### src/rtl/ce_pkg.sv
// Shared types, constants and byte encoders for the code point encoder.
`timescale 1ns / 1ps
`default_nettype none

package ce_pkg;

  // Default sizes handed to the top level
  localparam int SLACK_WIDTH_DEF = 18;
  localparam int QUEUE_DEPTH_DEF = 4;

  // Fixed field widths
  localparam int IN_DATA_W  = 64;
  localparam int OUT_BYTE_W = 8;
  localparam int SLACK_OUT_W = 18;
  localparam int OUT_DATA_W = 32;
  localparam int CP_W       = 21;

  // binary64 layout
  localparam int MANT_W = 52;
  localparam int EXP_W  = 11;
  localparam logic [EXP_W-1:0] EXP_BIAS    = 11'd1023;
  localparam logic [EXP_W-1:0] EXP_SPECIAL = 11'h7FF;
  localparam logic [EXP_W-1:0] EXP_TOP     = 11'd20;

  // Code point limits and encoding marks
  localparam logic [CP_W-1:0] CP_MAX      = 21'h10FFFF;
  localparam logic [CP_W-1:0] CP_1BYTE    = 21'h00007F;
  localparam logic [CP_W-1:0] CP_2BYTE    = 21'h0007FF;
  localparam logic [CP_W-1:0] CP_BMP      = 21'h00FFFF;
  localparam logic [CP_W-1:0] CP_SUPP     = 21'h010000;
  localparam logic [7:0]      LEAD_2      = 8'hC0;
  localparam logic [7:0]      LEAD_3      = 8'hE0;
  localparam logic [7:0]      LEAD_4      = 8'hF0;
  localparam logic [7:0]      CONT_MARK   = 8'h80;
  localparam logic [15:0]     SURR_HI     = 16'hD800;
  localparam logic [15:0]     SURR_LO     = 16'hDC00;

  // Encoded bytes of one code point; last_idx is byte count minus one
  typedef struct packed {
    logic [3:0][7:0] bytes;
    logic [1:0]      last_idx;
  } ce_code_t;

  // One queue entry: everything the back end needs to emit an item
  typedef struct packed {
    logic [3:0][7:0]        bytes;
    logic [1:0]             last_idx;
    logic                   invalid;
    logic [SLACK_OUT_W-1:0] slack;
  } ce_entry_t;

  function automatic ce_code_t encode_utf8(input logic [CP_W-1:0] cp);
    ce_code_t r;
    r = '0;
    if (cp <= CP_1BYTE) begin
      r.bytes[0] = cp[7:0];
      r.last_idx = 2'd0;
    end else if (cp <= CP_2BYTE) begin
      r.bytes[0] = LEAD_2 | {3'b0, cp[10:6]};
      r.bytes[1] = CONT_MARK | {2'b0, cp[5:0]};
      r.last_idx = 2'd1;
    end else if (cp <= CP_BMP) begin
      r.bytes[0] = LEAD_3 | {4'b0, cp[15:12]};
      r.bytes[1] = CONT_MARK | {2'b0, cp[11:6]};
      r.bytes[2] = CONT_MARK | {2'b0, cp[5:0]};
      r.last_idx = 2'd2;
    end else begin
      r.bytes[0] = LEAD_4 | {5'b0, cp[20:18]};
      r.bytes[1] = CONT_MARK | {2'b0, cp[17:12]};
      r.bytes[2] = CONT_MARK | {2'b0, cp[11:6]};
      r.bytes[3] = CONT_MARK | {2'b0, cp[5:0]};
      r.last_idx = 2'd3;
    end
    return r;
  endfunction

  function automatic ce_code_t encode_utf16be(input logic [CP_W-1:0] cp);
    ce_code_t          r;
    logic [CP_W-1:0]   off;
    logic [15:0]       hi;
    logic [15:0]       lo;
    r   = '0;
    off = cp - CP_SUPP;
    hi  = SURR_HI | {6'b0, off[19:10]};
    lo  = SURR_LO | {6'b0, off[9:0]};
    if (cp <= CP_BMP) begin
      r.bytes[0] = cp[15:8];
      r.bytes[1] = cp[7:0];
      r.last_idx = 2'd1;
    end else begin
      r.bytes[0] = hi[15:8];
      r.bytes[1] = hi[7:0];
      r.bytes[2] = lo[15:8];
      r.bytes[3] = lo[7:0];
      r.last_idx = 2'd3;
    end
    return r;
  endfunction

endpackage

`default_nettype wire

### src/rtl/ce_front.sv
// Front end: takes input beats, decodes the binary64 value, encodes and counts slack.
`timescale 1ns / 1ps
`default_nettype none

module ce_front #(
  parameter int SLACK_WIDTH = ce_pkg::SLACK_WIDTH_DEF
) (
  input  wire logic                  clk,
  input  wire logic                  rst,
  input  wire logic                  s_tvalid,
  output logic                       s_tready,
  input  wire logic [63:0]           s_tdata,
  input  wire logic                  s_tlast,
  input  wire logic                  cfg_valid,
  output logic                       cfg_ready,
  input  wire logic                  cfg_data,
  output logic                       push,
  output ce_pkg::ce_entry_t          push_entry,
  input  wire logic                  full
);
  import ce_pkg::*;

  logic                   mode;
  logic                   st_valid;
  logic [CP_W-1:0]        st_cp;
  logic                   st_invalid;
  logic                   st_last;
  logic [SLACK_WIDTH-1:0] slack;

  logic                   sign;
  logic [EXP_W-1:0]       expo;
  logic [MANT_W-1:0]      mant;
  logic [EXP_W-1:0]       e_full;
  logic [4:0]             e;
  logic [4:0]             shamt;
  logic                   in_range;
  logic [19:0]            frac_mask;
  logic [CP_W-1:0]        val;
  logic                   is_zero;
  logic                   dec_ok;
  logic [CP_W-1:0]        dec_cp;

  ce_code_t                           code;
  logic [1:0]                         add;
  logic [SLACK_WIDTH:0]               sum;
  logic [SLACK_WIDTH-1:0]             slack_upd;
  logic [SLACK_WIDTH-1:0]             slack_shown;
  logic [SLACK_WIDTH+SLACK_OUT_W-1:0] slack_wide;

  // Configuration register, always ready
  assign cfg_ready = 1'b1;

  always_ff @(posedge clk) begin
    if (rst) begin
      mode <= 1'b0;
    end else if (cfg_valid) begin
      mode <= cfg_data;
    end
  end

  // Split the binary64 pattern and find the integer value
  assign sign     = s_tdata[63];
  assign expo     = s_tdata[62:52];
  assign mant     = s_tdata[51:0];
  assign e_full   = expo - EXP_BIAS;
  assign in_range = (expo >= EXP_BIAS) && (e_full <= EXP_TOP);
  assign e        = e_full[4:0];
  assign shamt    = EXP_TOP[4:0] - e;
  assign frac_mask = 20'hFFFFF >> e;
  assign val      = {1'b1, mant[51:32]} >> shamt;
  assign is_zero  = (expo == '0) && (mant == '0);

  // Negative zero passes; everything else must be a non-negative integer in range
  assign dec_ok = is_zero ||
                  ((expo != EXP_SPECIAL) && !sign && in_range &&
                   (mant[31:0] == '0) && ((mant[51:32] & frac_mask) == '0) &&
                   (val <= CP_MAX));
  assign dec_cp = is_zero ? '0 : val;

  // Decode stage register; advance when the queue has room
  assign push     = st_valid && !full;
  assign s_tready = !st_valid || !full;

  always_ff @(posedge clk) begin
    if (rst) begin
      st_valid <= 1'b0;
    end else if (s_tvalid && s_tready) begin
      st_valid <= 1'b1;
    end else if (push) begin
      st_valid <= 1'b0;
    end
  end

  always_ff @(posedge clk) begin
    if (s_tvalid && s_tready) begin
      st_cp      <= dec_cp;
      st_invalid <= !dec_ok;
      st_last    <= s_tlast;
    end
  end

  // Encode and update the saturating slack count
  assign code      = mode ? encode_utf16be(st_cp) : encode_utf8(st_cp);
  assign add       = 2'd3 - code.last_idx;
  assign sum       = {1'b0, slack} + {{(SLACK_WIDTH - 1){1'b0}}, add};
  assign slack_upd = sum[SLACK_WIDTH] ? '1 : sum[SLACK_WIDTH-1:0];
  assign slack_shown = st_invalid ? slack : slack_upd;
  assign slack_wide  = {{SLACK_OUT_W{1'b0}}, slack_shown};

  always_ff @(posedge clk) begin
    if (rst) begin
      slack <= '0;
    end else if (push) begin
      slack <= st_last ? '0 : slack_shown;
    end
  end

  // Build the queue entry; a rejected value carries one zero byte
  always_comb begin
    push_entry.bytes    = st_invalid ? '0 : code.bytes;
    push_entry.last_idx = st_invalid ? 2'd0 : code.last_idx;
    push_entry.invalid  = st_invalid;
    push_entry.slack    = slack_wide[SLACK_OUT_W-1:0];
  end

  // Slack is empty after the final item of a string
  a_slack_clear: assert property (@(posedge clk) disable iff (rst)
    push && st_last |=> slack == '0)
    else $error("slack not cleared after end of string");

  // Stage register holds while the queue is full
  a_stage_hold: assert property (@(posedge clk) disable iff (rst)
    st_valid && full |=> st_valid && $stable(st_cp))
    else $error("decode stage lost an item while stalled");

endmodule

`default_nettype wire

### src/rtl/ce_queue.sv
// Short queue of encoded items between the front and back ends.
`timescale 1ns / 1ps
`default_nettype none

module ce_queue #(
  parameter int DEPTH = ce_pkg::QUEUE_DEPTH_DEF
) (
  input  wire logic              clk,
  input  wire logic              rst,
  input  wire logic              push,
  input  wire ce_pkg::ce_entry_t push_data,
  output logic                   full,
  input  wire logic              pop,
  output ce_pkg::ce_entry_t      pop_data,
  output logic                   empty
);
  import ce_pkg::*;

  localparam int PTR_W = (DEPTH > 1) ? $clog2(DEPTH) : 1;
  localparam int CNT_W = $clog2(DEPTH + 1);
  localparam logic [PTR_W-1:0] PTR_LAST = PTR_W'(DEPTH - 1);
  localparam logic [CNT_W-1:0] CNT_FULL = CNT_W'(DEPTH);

  ce_entry_t        mem [DEPTH];
  logic [PTR_W-1:0] wr_ptr;
  logic [PTR_W-1:0] rd_ptr;
  logic [CNT_W-1:0] count;
  logic             do_push;
  logic             do_pop;

  assign full     = (count == CNT_FULL);
  assign empty    = (count == '0);
  assign do_push  = push && !full;
  assign do_pop   = pop && !empty;
  assign pop_data = mem[rd_ptr];

  // Write the entry at the tail
  always_ff @(posedge clk) begin
    if (do_push) begin
      mem[wr_ptr] <= push_data;
    end
  end

  // Advance pointers and occupancy
  always_ff @(posedge clk) begin
    if (rst) begin
      wr_ptr <= '0;
      rd_ptr <= '0;
      count  <= '0;
    end else begin
      if (do_push) begin
        wr_ptr <= (wr_ptr == PTR_LAST) ? '0 : wr_ptr + 1'b1;
      end
      if (do_pop) begin
        rd_ptr <= (rd_ptr == PTR_LAST) ? '0 : rd_ptr + 1'b1;
      end
      if (do_push && !do_pop) begin
        count <= count + 1'b1;
      end else if (do_pop && !do_push) begin
        count <= count - 1'b1;
      end
    end
  end

  a_count_bound: assert property (@(posedge clk) disable iff (rst)
    count <= CNT_FULL)
    else $error("queue occupancy beyond depth");

endmodule

`default_nettype wire

### src/rtl/ce_back.sv
// Back end: serializes queued items into output byte beats.
`timescale 1ns / 1ps
`default_nettype none

module ce_back (
  input  wire logic              clk,
  input  wire logic              rst,
  output logic                   pop,
  input  wire ce_pkg::ce_entry_t pop_data,
  input  wire logic              empty,
  output logic                   m_tvalid,
  input  wire logic              m_tready,
  output logic [31:0]            m_tdata,
  output logic                   m_tlast,
  output logic                   m_tuser
);
  import ce_pkg::*;

  localparam int PAD_W = OUT_DATA_W - OUT_BYTE_W - SLACK_OUT_W;

  logic       ent_valid;
  ce_entry_t  ent;
  logic [1:0] idx;
  logic       out_adv;
  logic       ent_done;

  // Emit one byte whenever the output register is free
  assign out_adv  = ent_valid && (!m_tvalid || m_tready);
  assign ent_done = out_adv && (idx == ent.last_idx);
  assign pop      = !empty && (!ent_valid || ent_done);

  always_ff @(posedge clk) begin
    if (rst) begin
      ent_valid <= 1'b0;
      idx       <= '0;
    end else if (pop) begin
      ent_valid <= 1'b1;
      idx       <= '0;
    end else if (ent_done) begin
      ent_valid <= 1'b0;
    end else if (out_adv) begin
      idx <= idx + 1'b1;
    end
  end

  always_ff @(posedge clk) begin
    if (pop) begin
      ent <= pop_data;
    end
  end

  // Output register
  always_ff @(posedge clk) begin
    if (rst) begin
      m_tvalid <= 1'b0;
    end else if (out_adv) begin
      m_tvalid <= 1'b1;
    end else if (m_tready) begin
      m_tvalid <= 1'b0;
    end
  end

  always_ff @(posedge clk) begin
    if (out_adv) begin
      m_tdata <= {{PAD_W{1'b0}}, ent.slack, ent.bytes[idx]};
      m_tlast <= (idx == ent.last_idx);
      m_tuser <= ent.invalid;
    end
  end

  a_err_single: assert property (@(posedge clk) disable iff (rst)
    m_tvalid && m_tuser |-> m_tlast && (m_tdata[7:0] == '0))
    else $error("error beat must be a single zero byte");

  a_idx_range: assert property (@(posedge clk) disable iff (rst)
    ent_valid |-> idx <= ent.last_idx)
    else $error("byte index past end of item");

endmodule

`default_nettype wire

### src/rtl/code_point_to_utf8_utf16_encoder.sv
// Top level: code point to UTF-8 / big-endian UTF-16 byte stream encoder.
//
//  channel  direction  beat contents
//  s_*      in         tdata: code_point_bits[63:0]; tlast: last_in_string
//  m_*      out        tdata: out_byte[7:0], slack_total[25:8], zero[31:26];
//                      tlast: last_byte; tuser: invalid_code_point
//  cfg_*    in         cfg_data: encoding_mode (0 UTF-8, 1 UTF-16BE)
//
// An input beat is taken every cycle while the queue has room; decode sits in
// one register stage and the queue holds QUEUE_DEPTH encoded items.
// The output side emits one byte per cycle from a single output register while
// bytes are queued and m_tready does not hold it off, so an item takes 1 to 4
// beats (its byte count); a rejected value takes one beat.
// Reset (rst, synchronous) clears the slack count, mode and all valid flags.
// Either side may stall at any time; the queue decouples them.
`timescale 1ns / 1ps
`default_nettype none

module code_point_to_utf8_utf16_encoder #(
  parameter int SLACK_WIDTH = ce_pkg::SLACK_WIDTH_DEF,
  parameter int QUEUE_DEPTH = ce_pkg::QUEUE_DEPTH_DEF
) (
  input  wire logic        clk,
  input  wire logic        rst,
  input  wire logic        s_tvalid,
  output logic             s_tready,
  input  wire logic [63:0] s_tdata,   // [63:0] code_point_bits
  input  wire logic        s_tlast,
  output logic             m_tvalid,
  input  wire logic        m_tready,
  output logic [31:0]      m_tdata,   // [7:0] out_byte, [25:8] slack_total, [31:26] zero
  output logic             m_tlast,
  output logic             m_tuser,   // [0] invalid_code_point
  input  wire logic        cfg_valid,
  output logic             cfg_ready,
  input  wire logic        cfg_data
);
  import ce_pkg::*;

  logic      push;
  ce_entry_t push_entry;
  logic      full;
  logic      pop;
  ce_entry_t pop_data;
  logic      empty;

  ce_front #(
    .SLACK_WIDTH(SLACK_WIDTH)
  ) u_front (
    .clk        (clk),
    .rst        (rst),
    .s_tvalid   (s_tvalid),
    .s_tready   (s_tready),
    .s_tdata    (s_tdata),
    .s_tlast    (s_tlast),
    .cfg_valid  (cfg_valid),
    .cfg_ready  (cfg_ready),
    .cfg_data   (cfg_data),
    .push       (push),
    .push_entry (push_entry),
    .full       (full)
  );

  ce_queue #(
    .DEPTH(QUEUE_DEPTH)
  ) u_queue (
    .clk       (clk),
    .rst       (rst),
    .push      (push),
    .push_data (push_entry),
    .full      (full),
    .pop       (pop),
    .pop_data  (pop_data),
    .empty     (empty)
  );

  ce_back u_back (
    .clk      (clk),
    .rst      (rst),
    .pop      (pop),
    .pop_data (pop_data),
    .empty    (empty),
    .m_tvalid (m_tvalid),
    .m_tready (m_tready),
    .m_tdata  (m_tdata),
    .m_tlast  (m_tlast),
    .m_tuser  (m_tuser)
  );

endmodule

`default_nettype wire

### config.mk
export PLATFORM = sky130hd
export DESIGN_NAME = code_point_to_utf8_utf16_encoder
export DESIGN_NICKNAME = d
export VERILOG_FILES = /design/src/rtl/ce_pkg.sv /design/src/rtl/ce_front.sv /design/src/rtl/ce_queue.sv /design/src/rtl/ce_back.sv /design/src/rtl/code_point_to_utf8_utf16_encoder.sv
export SDC_FILE = /design/constraint.sdc
export NUM_CORES = 1
export LEC_CHECK = 0
export BUFFER_PORTS_ARGS = -buffer_cell sky130_fd_sc_hd__buf_2
export CORE_MARGIN = 5
export CORE_UTILIZATION = 55
export CTS_BUF_LIST = sky130_fd_sc_hd__clkbuf_8
export CTS_CLUSTER_SIZE = 28
export DETAILED_ROUTE_END_ITERATION = 8
export PLACE_DENSITY_LB_ADDON = 0.08
export RECOVER_POWER = 50
export SLEW_MARGIN = 10
export SYNTH_ARGS = -nofsm -noshare
export SYNTH_HDL_FRONTEND = slang
export SYNTH_SLANG_ARGS = --single-unit
### constraint.sdc
create_clock -name clk -period 7.8 [get_ports clk]
set_input_delay 1.56 -clock clk [delete_from_list [all_inputs] [get_ports clk]]
set_output_delay 1.56 -clock clk [all_outputs]
set_load 0.03 [all_outputs]
Yosys cells after proc, flatten, opt, wreduce, memory -nomap -nowiden
Memories as Yosys holds them, arrays and structs flattened. A register that Yosys moved wholly into a read port is not among the register bits. Index checks and enable logic that the tools add are counted.

Bits in registers: 82. RAM bits: 212. Bits of input ports: 71. Output and inout bits: 37. Logic and storage cells: 110. Memories: 1.

Add/subtract/negate cells: 10. Magnitude comparators: 7. Equality and inequality tests: 5. Shift-type cells: 2. Muxes and demuxes: 28. Bitwise logic cells: 2. Reductions and logical operators: 40.

Memory list: u_queue.mem (words 4, width 53, read ports 1, clocked after memory_dff 1, write ports 1, line ce_queue.sv:24) `ce_entry_t mem [DEPTH];`.

Operators with widths (count): 2-to-1 mux 18 bit (5); zero test 52 bit (1); 2-to-1 mux 24 bit (2); 2-to-1 mux 34 bit (1); zero test 32 bit (1); 2-to-1 mux 16 bit (2); 2-to-1 mux 32 bit (1); <= comparator 21 x 11 -> 1 bit (second input constant) (1); <= comparator 21 x 16 -> 1 bit (second input constant) (1); <= comparator 21 bit (second input constant) (1); <= comparator 21 x 7 -> 1 bit (second input constant) (1); >> shifter 21 x 5 -> 21 bit (1); AND 20 bit (1); zero test 20 bit (1); >> shifter 20 x 5 -> 20 bit (first input constant) (1); subtractor 20 x 17 -> 20 bit (second input constant) (1); adder 18 x 2 -> 19 bit (1); binary-select mux 8 bit (select 2 bit) (1); logical AND 1 bit (16); 2-to-1 mux 8 bit (2); greater-or-equal comparator 11 x 10 -> 1 bit (second input constant) (1); <= comparator 11 x 5 -> 1 bit (second input constant) (1); zero test 11 bit (1); inequality test 11 bit (second input constant) (1); other kinds (21) (48).

Logic depth before layout (Yosys ltp)
Gate-level depths: netlist of run 1.

Depth after elaboration: 10. Depth in mapped cells: 18. Gate-level depth less buffers: 15.

Modules after synthesis
A second synthesis of run 1 with hierarchy kept.

Cells, all modules: 1002. Area total of the unflattened synthesis: 15731.3 um^2.

By module, submodules not included: ce_queue (instances 1, cells an instance 327, area an instance 8152.8 um^2, seq. area each 6546.3 um^2); ce_front (instances 1, cells an instance 556, area an instance 4640.7 um^2, seq. area each 1091.0 um^2); ce_back (instances 1, cells an instance 119, area an instance 2937.8 um^2, seq. area each 2512.4 um^2).

Worst setup path after synthesis of run 1
No wires, ideal clock.

Path type: input to register. Start: in s_tdata[52]. End: reg u_front.st_invalid (data pin). Library setup time: 285 ps. Arrival time: 3915 ps. Data required time: 7515 ps. Slack: 3600 ps. Stages on the path: 12. Path buffers: 4. Path through: buf_2 > buf_1 > inv_1 > ha_1 > buf_2 > buf_2 > inv_1 > a32oi_1 > and2_1 > o2111ai_1 > a2111oi_0 > a31oi_1.

Longest elaborated chain between the ends: 9. Elaborated cells between the ends (all ways): 20. Classes of those cells: add/sub: 2; order compare: 3; eq/ne: 1; shift: 2; bitwise: 1; reduce/logical: 11.

RTL lines: from (decl) (line code_point_to_utf8_utf16_encoder.sv:27) `input wire logic [63:0] s_tdata,`; parallel branches: the longest is 7 deep, another holds <= comparator 21 bit; logical OR 1 bit (*) (line ce_front.sv:74) `assign dec_ok = is_zero ||`; zero test 1 bit (*) (line ce_front.sv:97) `st_invalid <= !dec_ok;`; to (signal assigned) (line ce_front.sv:97); to (decl) (line ce_front.sv:26) `logic st_invalid;`.

Mark *: on every way between the ends. A chain may end at the register's enable or synchronous reset.

==> results.yml, run 1 <==
power_and_ir_drop:
  power.density_nw_per_um2: 302
  seq_power_share: 0.503
  p_int_mw: 3.70
  power.leakage_nw: 5.93
  p_comb_frac: 0.211
  pwr-share-clk: 0.286
  ir_drop_mv: 0.162
  swShare: 0.289
  p_sw_mw: 1.50
sta:
  fin_skew_ns: 0.0394
  tns_ns: 0
  finalMaxSlewViolations: 359
  min_period_over_period: 0.573
  tightest_slew_ns: 3.17
  max_clock_freq_mhz: 224
  hold_viol: 0
  period_needed_ns: 4.47
  rsz0062_at_grt: "false"
  slew_headroom: -1.12
  finalSetupViolations: 0
critical_path:
  crit_type: "reg2reg"
  start_kind: "register"
  r2r-end: "u_front.slack[5]$_SDFFE_PP0P_"
  endpoint_kind: "register"
  crit_fanout: 19
  rr_worst_depth: 13
  endpoint: "u_front.slack[5]$_SDFFE_PP0P_"
  critPathLaunch: "u_front.st_cp[18]$_SDFFCE_PP0P_"
  reg2reg_from: "u_front.st_cp[18]$_SDFFCE_PP0P_"
  cp.required_ns: 8.31
  reg2reg_slack_ns: 3.33
  arrival_ns: 4.98
synthesis:
  avgSynthCellArea_sq_um: 15.3
  synth_ff_type: "edfxtp_1"
  ys_warn_count: 0
  synth-edff-count: 311
  yosysTopAreaCellShare: 0.609
  ys_top_cells_by_count: "edfxtp_1 (311), mux4_2 (77), nor2_1 (68)"
  synth.most_common_cell: "edfxtp_1"
  yosys_register_bits: 342
  synth_top_area_cell: "edfxtp_1"
  netlist_top_cells_area: "edfxtp_1 (61%), mux4_2 (11%), dfxtp_1 (4.0%)"
  netlist_area_sq_um: 15300
  synthCells: 1004
  async_flop_share: 0
  ys_types: 81
  yosysSeqAreaShare: 0.650
die:
  die_width_um: 177
  rows: 61
  initial_utilization: 0.555
  ios: 108
  die_area_sq_um: 31300
  core_region_area_sq_um: 27600
  die-height_um: 177
clocking:
  insertion_delay_ns: 0.60
  path_clk_slew_ns: 0.06
  clockBufferDepth: 3
  numCtsBuffers: 53
  cts_resized: 0
  cts_sinks: 342
  htree_levels: 2
  root_buffer: "clkbuf_8"
  cts_hold_buf: 0
  postCtsSetupBuffers: 0
  cts_tree: "built"
layout:
  drive_gt1_frac: 0.253
  n_antenna_cell: 0
  syn_to_final_growth_pct: 12.3
  utilization: 0.623
  nets: 1206
detailed_routing:
  drc: 0
  postRouteAntennaNets: 0
  vias_per_cell: 6.00
  dr_total_vias: 9229
  wl_per_cell_um: 21.7
  wirelength_um: 33400
  drt_iter0_markers: 917
  firstDrtPassIters: 8
grt:
  antenna_found_initial: 0
  grt_max_degree: 55
  track_usage: 0.217
  grt_pass1_wl_um: 52600
  grt_pass1_vias: 9332
  grt-ovfl-total: 0
min_path:
  min-delay-path-class: "reg2reg"
place:
  port_buffers: 100
  gp_congestion: 0.937
  hpwl_um: 21000
job:
  cap_violations: 8
run_status:
  status: "finished with violations"
  violations: "capacitance limit, slew limit"
-- per-layer routing --
metal  vias up  global-route usage  share of wire
met4         0              0.0806          0.035
met2       354               0.345           0.47
met3        76              0.0382          0.063
li1       4222                   -              -
met5         -                   0              0
met1      4577               0.306           0.43
-- layout by cell type, fill, tap and decap left out, drive strengths merged, types with 25 or more instances in the layout --
cell type / Yosys / final
buf: 29 / 104
nor2: 69 / 69
inv: 30 / 44
clkbuf: 26 / 69
a21oi: 55 / 55
nand2: 64 / 64
nor3: 25 / 25
dfxtp: 31 / 31
edfxtp: 311 / 311
mux4: 77 / 77
-- power by group through the flow --
stage	clock network (mW)	logic [mW]	registers (mW)
final	1.49	1.10	2.62
after floorplan	0	0.755	2.64
after CTS	1.52	1.10	2.62
after global placement	0	1.09	2.64
after detailed placement	0	1.10	2.65
after global routing	1.61	1.19	2.65
-- worst max-delay path: stages (launching register included) --
cell and delay, ns:
edfxtp_1 0.48, or4_4 0.59, or2_4 0.27, o21ai_2 0.19, nand2_1 0.33, a21oi_1 0.36, ha_1 0.24, fa_1 0.22
and4b_1 0.36, and4bb_2 0.33, nand2_1 0.39, nand2_1 0.36, a22oi_1 0.10, nor2_1 0.13
-- per-stage QoR --
stage / cell area [sq um] / cells / setup slack, ns / total power [mW] / hold slack (ns)
2_1_floorplan: 15300 / 1009 / 3.60 / 3.39 / 0.400
3_3_place_gp: 16200 / 1439 / 2.95 / 3.73 / 0.402
3_5_place_dp: 16200 / 1439 / 2.86 / 3.75 / 0.405
4_1_cts: 17300 / 1539 / 3.41 / 5.25 / 0.418
5_1_grt: 17200 / 1539 / 3.06 / 5.45 / 0.424
6_report: 17200 / 1539 / 3.33 / 5.20 / 0.416
-- layout make-up --
class | instances | area [sq um]
multi-input cells | 582 | 5020
fillers | 2134 | 10400
flip-flops and latches | 342 | 9960
clock buffers | 66 | 908
clock inverters | 34 | 193
well taps | 378 | 473
repair buffers | 107 | 544
inverters | 30 | 113
-- how the worst min path moves through the flow --
stage	depth (start not counted)	start	slack [ns]	end
after CTS	0	u_back.ent[6]$_DFFE_PP_	0.42	u_back.m_tdata[14]$_DFFE_PP_
after floorplan	0	u_back.ent[2]$_DFFE_PP_	0.40	u_back.m_tdata[10]$_DFFE_PP_
final	0	u_back.ent[6]$_DFFE_PP_	0.42	u_back.m_tdata[14]$_DFFE_PP_
after global routing	0	u_back.ent[6]$_DFFE_PP_	0.42	u_back.m_tdata[14]$_DFFE_PP_
after detailed placement	0	u_back.ent[7]$_DFFE_PP_	0.40	u_back.m_tdata[15]$_DFFE_PP_
after global placement	0	u_back.ent[14]$_DFFE_PP_	0.40	u_back.m_tdata[22]$_DFFE_PP_
-- registers in the layout, summed over array words and instances, names as in the netlist, 2 cells and up --
| signal | flops |
|---|---|
| u_queue.mem | 208 |
| u_queue.wr_ptr | 2 |
| u_queue.rd_ptr | 2 |
| u_back.idx | 2 |
| u_queue.count | 3 |
| u_front.st_cp | 21 |
| u_back.ent | 52 |
| u_back.m_tdata | 26 |
| u_front.slack | 18 |
-- cell families (layout without fill, tap and decap cells) --
group	Yosys count	in the layout	synth area share
compound gates	175	175	0.0789
xor+xnor	22	22	0.0126
fa+ha+maj	19	19	0.0165
buf+inv	85	237	0.0242
flops	342	342	0.650
mux	107	107	0.134
other cells	2	7	0.000490
simple gates	252	252	0.0835
(Power assumes the default switching activity.)
==> inputs of run 2 (changes only) <==
--- a/config.mk
+++ b/config.mk
@@ -5,6 +5,7 @@
 export SDC_FILE = /design/constraint.sdc
 export NUM_CORES = 1
 export LEC_CHECK = 0
+export ABC_AREA = 1
 export BUFFER_PORTS_ARGS = -buffer_cell sky130_fd_sc_hd__buf_2
 export CORE_MARGIN = 5
 export CORE_UTILIZATION = 55
==> constraint.sdc (replaced) <==
create_clock -name clk -period 4.62 [get_ports clk]
set_input_delay 0.924 -clock clk [delete_from_list [all_inputs] [get_ports clk]]
set_output_delay 0.924 -clock clk [all_outputs]
set_load 0.03 [all_outputs]
==> run 2 against run 1 <==
The run still ends with capacitance limit, slew limit left. Non-clock buffer count rose by 12. Critical path type unchanged. First-iteration DRC count increased by 28%. Global-route usage increased by 3.3 points. Highest routed layer unchanged. Final cell count grew 37%. Combinational power increased by 99%. Critical path depth fell by 8.
==> results.yml, run 2 <==
power_and_ir_drop:
  p_comb_frac: 0.238
  seq_power_share: 0.473
  pwr-share-clk: 0.289
  swShare: 0.330
  power.leakage_nw: 6.70
  ir_drop_mv: 0.328
  power.density_nw_per_um2: 523
  p_sw_mw: 3.04
  p_int_mw: 6.16
detailed_routing:
  postRouteAntennaNets: 0
  drc: 0
  dr_total_vias: 11900
  wirelength_um: 39800
  firstDrtPassIters: 6
  vias_per_cell: 5.67
  drt_iter0_markers: 1175
  wl_per_cell_um: 18.9
grt:
  track_usage: 0.250
  grt-ovfl-total: 0
  antenna_found_initial: 1
  grt_pass1_wl_um: 62500
  grt_max_degree: 65
  grt_pass1_vias: 11400
critical_path:
  crit_fanout: 35
  reg2reg_from: "u_queue.count[1]$_SDFFE_PP0P_"
  rr_worst_depth: 5
  critPathLaunch: "u_queue.count[1]$_SDFFE_PP0P_"
  crit_type: "reg2reg"
  start_kind: "register"
  endpoint_kind: "register"
  arrival_ns: 4.11
  cp.required_ns: 4.82
clocking:
  htree_levels: 2
  cts_hold_buf: 0
  cts_sinks: 342
  clockBufferDepth: 3
  insertion_delay_ns: 0.59
  cts_resized: 0
  path_clk_slew_ns: 0.06
  numCtsBuffers: 54
  root_buffer: "clkbuf_8"
  postCtsSetupBuffers: 0
  cts_tree: "built"
place:
  gp_congestion: 0.993
  hpwl_um: 26500
  dpl_cell_area_sq_um: 16500
  port_buffers: 100
synthesis:
  synth_top_area_cell: "edfxtp_1"
  async_flop_share: 0
  avgSynthCellArea_sq_um: 9.97
  ys_warn_count: 0
  yosysTopAreaCellShare: 0.595
  synth.most_common_cell: "edfxtp_1"
  netlist_area_sq_um: 15700
  yosysSeqAreaShare: 0.634
  netlist_top_cells_area: "edfxtp_1 (59%), o21ai_0 (6.6%), nand2_1 (6.5%)"
  synthCells: 1575
  ys_top_cells_by_count: "edfxtp_1 (311), nand2_1 (274), nor2_1 (239)"
  synth-edff-count: 311
  ys_types: 38
  yosys_register_bits: 342
  synth_ff_type: "edfxtp_1"
sta:
  tns_ns: 0
  max_clock_freq_mhz: 256
  finalMaxSlewViolations: 293
  hold_viol: 0
  min_period_over_period: 0.845
  period_needed_ns: 3.90
  fin_skew_ns: 0.0305
  tightest_slew_ns: 2.22
  slew_headroom: -0.489
  finalSetupViolations: 0
  holdWs_ns: 0.417
  rsz0062_at_grt: "false"
die:
  die-height_um: 179
  die_area_sq_um: 32000
  rows: 61
  ios: 108
  core_region_area_sq_um: 28000
  die_width_um: 179
  initial_utilization: 0.561
run_status:
  status: "finished with violations"
  violations: "capacitance limit, slew limit"
layout:
  design_area_sq_um: 17600
  fillers: 2356
  most-common-layout-cells: "edfxtp_1 (311), nand2_1 (274), nor2_1 (238)"
  final_common_cell: "edfxtp_1"
  n_antenna_cell: 0
  top_register: "u_queue.mem"
  largest_register_ffs: 208
  largest_registers: "u_queue.mem (208), u_back.ent (52), u_back.m_tdata (26)"
  drive_gt1_frac: 0.101
  syn_to_final_growth_pct: 12.0
  nets: 1772
min_path:
  worstHoldStart: "u_back.ent[13]$_DFFE_PP_"
  worstHoldPathCells: 0
  min-delay-path-class: "reg2reg"
job:
  cap_violations: 8
==> run 2: cell count changes after synthesis, sizes merged, moves of 25 or more <==
cell,change
inv,+95
mux4,-77
nand2,+214
nand3,+49
nand4,+25
nor2,+173
o21ai,+187
o22ai,+58
==> run 2: power groups by stage <==
stage	combinational [mW]	clock (mW)	sequential [mW]
after floorplan	1.34	0	4.51
after global placement	2.21	0	4.39
after detailed placement	2.23	0	4.41
after CTS	2.24	2.70	4.34
after global routing	2.42	2.85	4.40
final	2.19	2.66	4.35
==> run 2: final timing paths <==
check | to | slack (ns)
worst max-delay path | u_queue.mem[0][25]$_DFFE_PP_ | 0.72
worst min-delay path | u_back.m_tdata[21]$_DFFE_PP_ | 0.42
worst max register to register | u_queue.mem[0][25]$_DFFE_PP_ | 0.72
worst min register to register | u_back.m_tdata[21]$_DFFE_PP_ | 0.42
==> run 2: logic make-up after synthesis <==
logic type | after synthesis | share of synthesized area
AND/OR/NAND/NOR | 656 | 0.173
XOR/XNOR | 9 | 0.00502
other | 2 | 0.000478
flip-flops | 342 | 0.634
multiplexers | 2 | 0.00127
adder cells (fa/ha/maj) | 19 | 0.0161
AO/OA/AOI/OAI | 346 | 0.117
buffers and inverters | 199 | 0.0531
==> run 2: cell type report <==
class,instances,area (sq um),share of cell area
Clock inverter,40,312,0.0177
Timing Repair Buffer,119,594,0.0338
Multi-Input combinational cell,1039,4940,0.281
Clock buffer,61,840,0.0477
Inverter,126,473,0.0269
Sequential cell,342,9960,0.566
Tap cell,378,473,0.0269
==> run 2: stage by stage <==
step	total power [mW]	setup slack (ns)	cells	utilization
after floorplan	5.85	0.985	1580	-
after global placement	6.59	1.00	2004	0.590
after detailed placement	6.64	0.927	2004	0.590
after CTS	9.29	1.02	2105	0.631
after global routing	9.68	0.420	2105	0.628
final	9.19	0.717	2105	0.628
==> run 2: per-layer routing <==
metal  vias to the layer above  share of wire  track usage  routed length [um]
met4                         0          0.022       0.0672                 886
li1                       5723              -            -                   -
met5                         -              0            0                   0
met1                      5627           0.45        0.365               17800
met3                        71          0.070       0.0373                2800
met2                       510           0.46        0.398               18400
==> run 2: critical path, cell delays in order (launching register included) <==
cell and delay (ns):
dfxtp_1 0.38, inv_1 0.09, a31oi_1 0.23, inv_1 0.49
nor2_1 1.57, buf_4 0.70
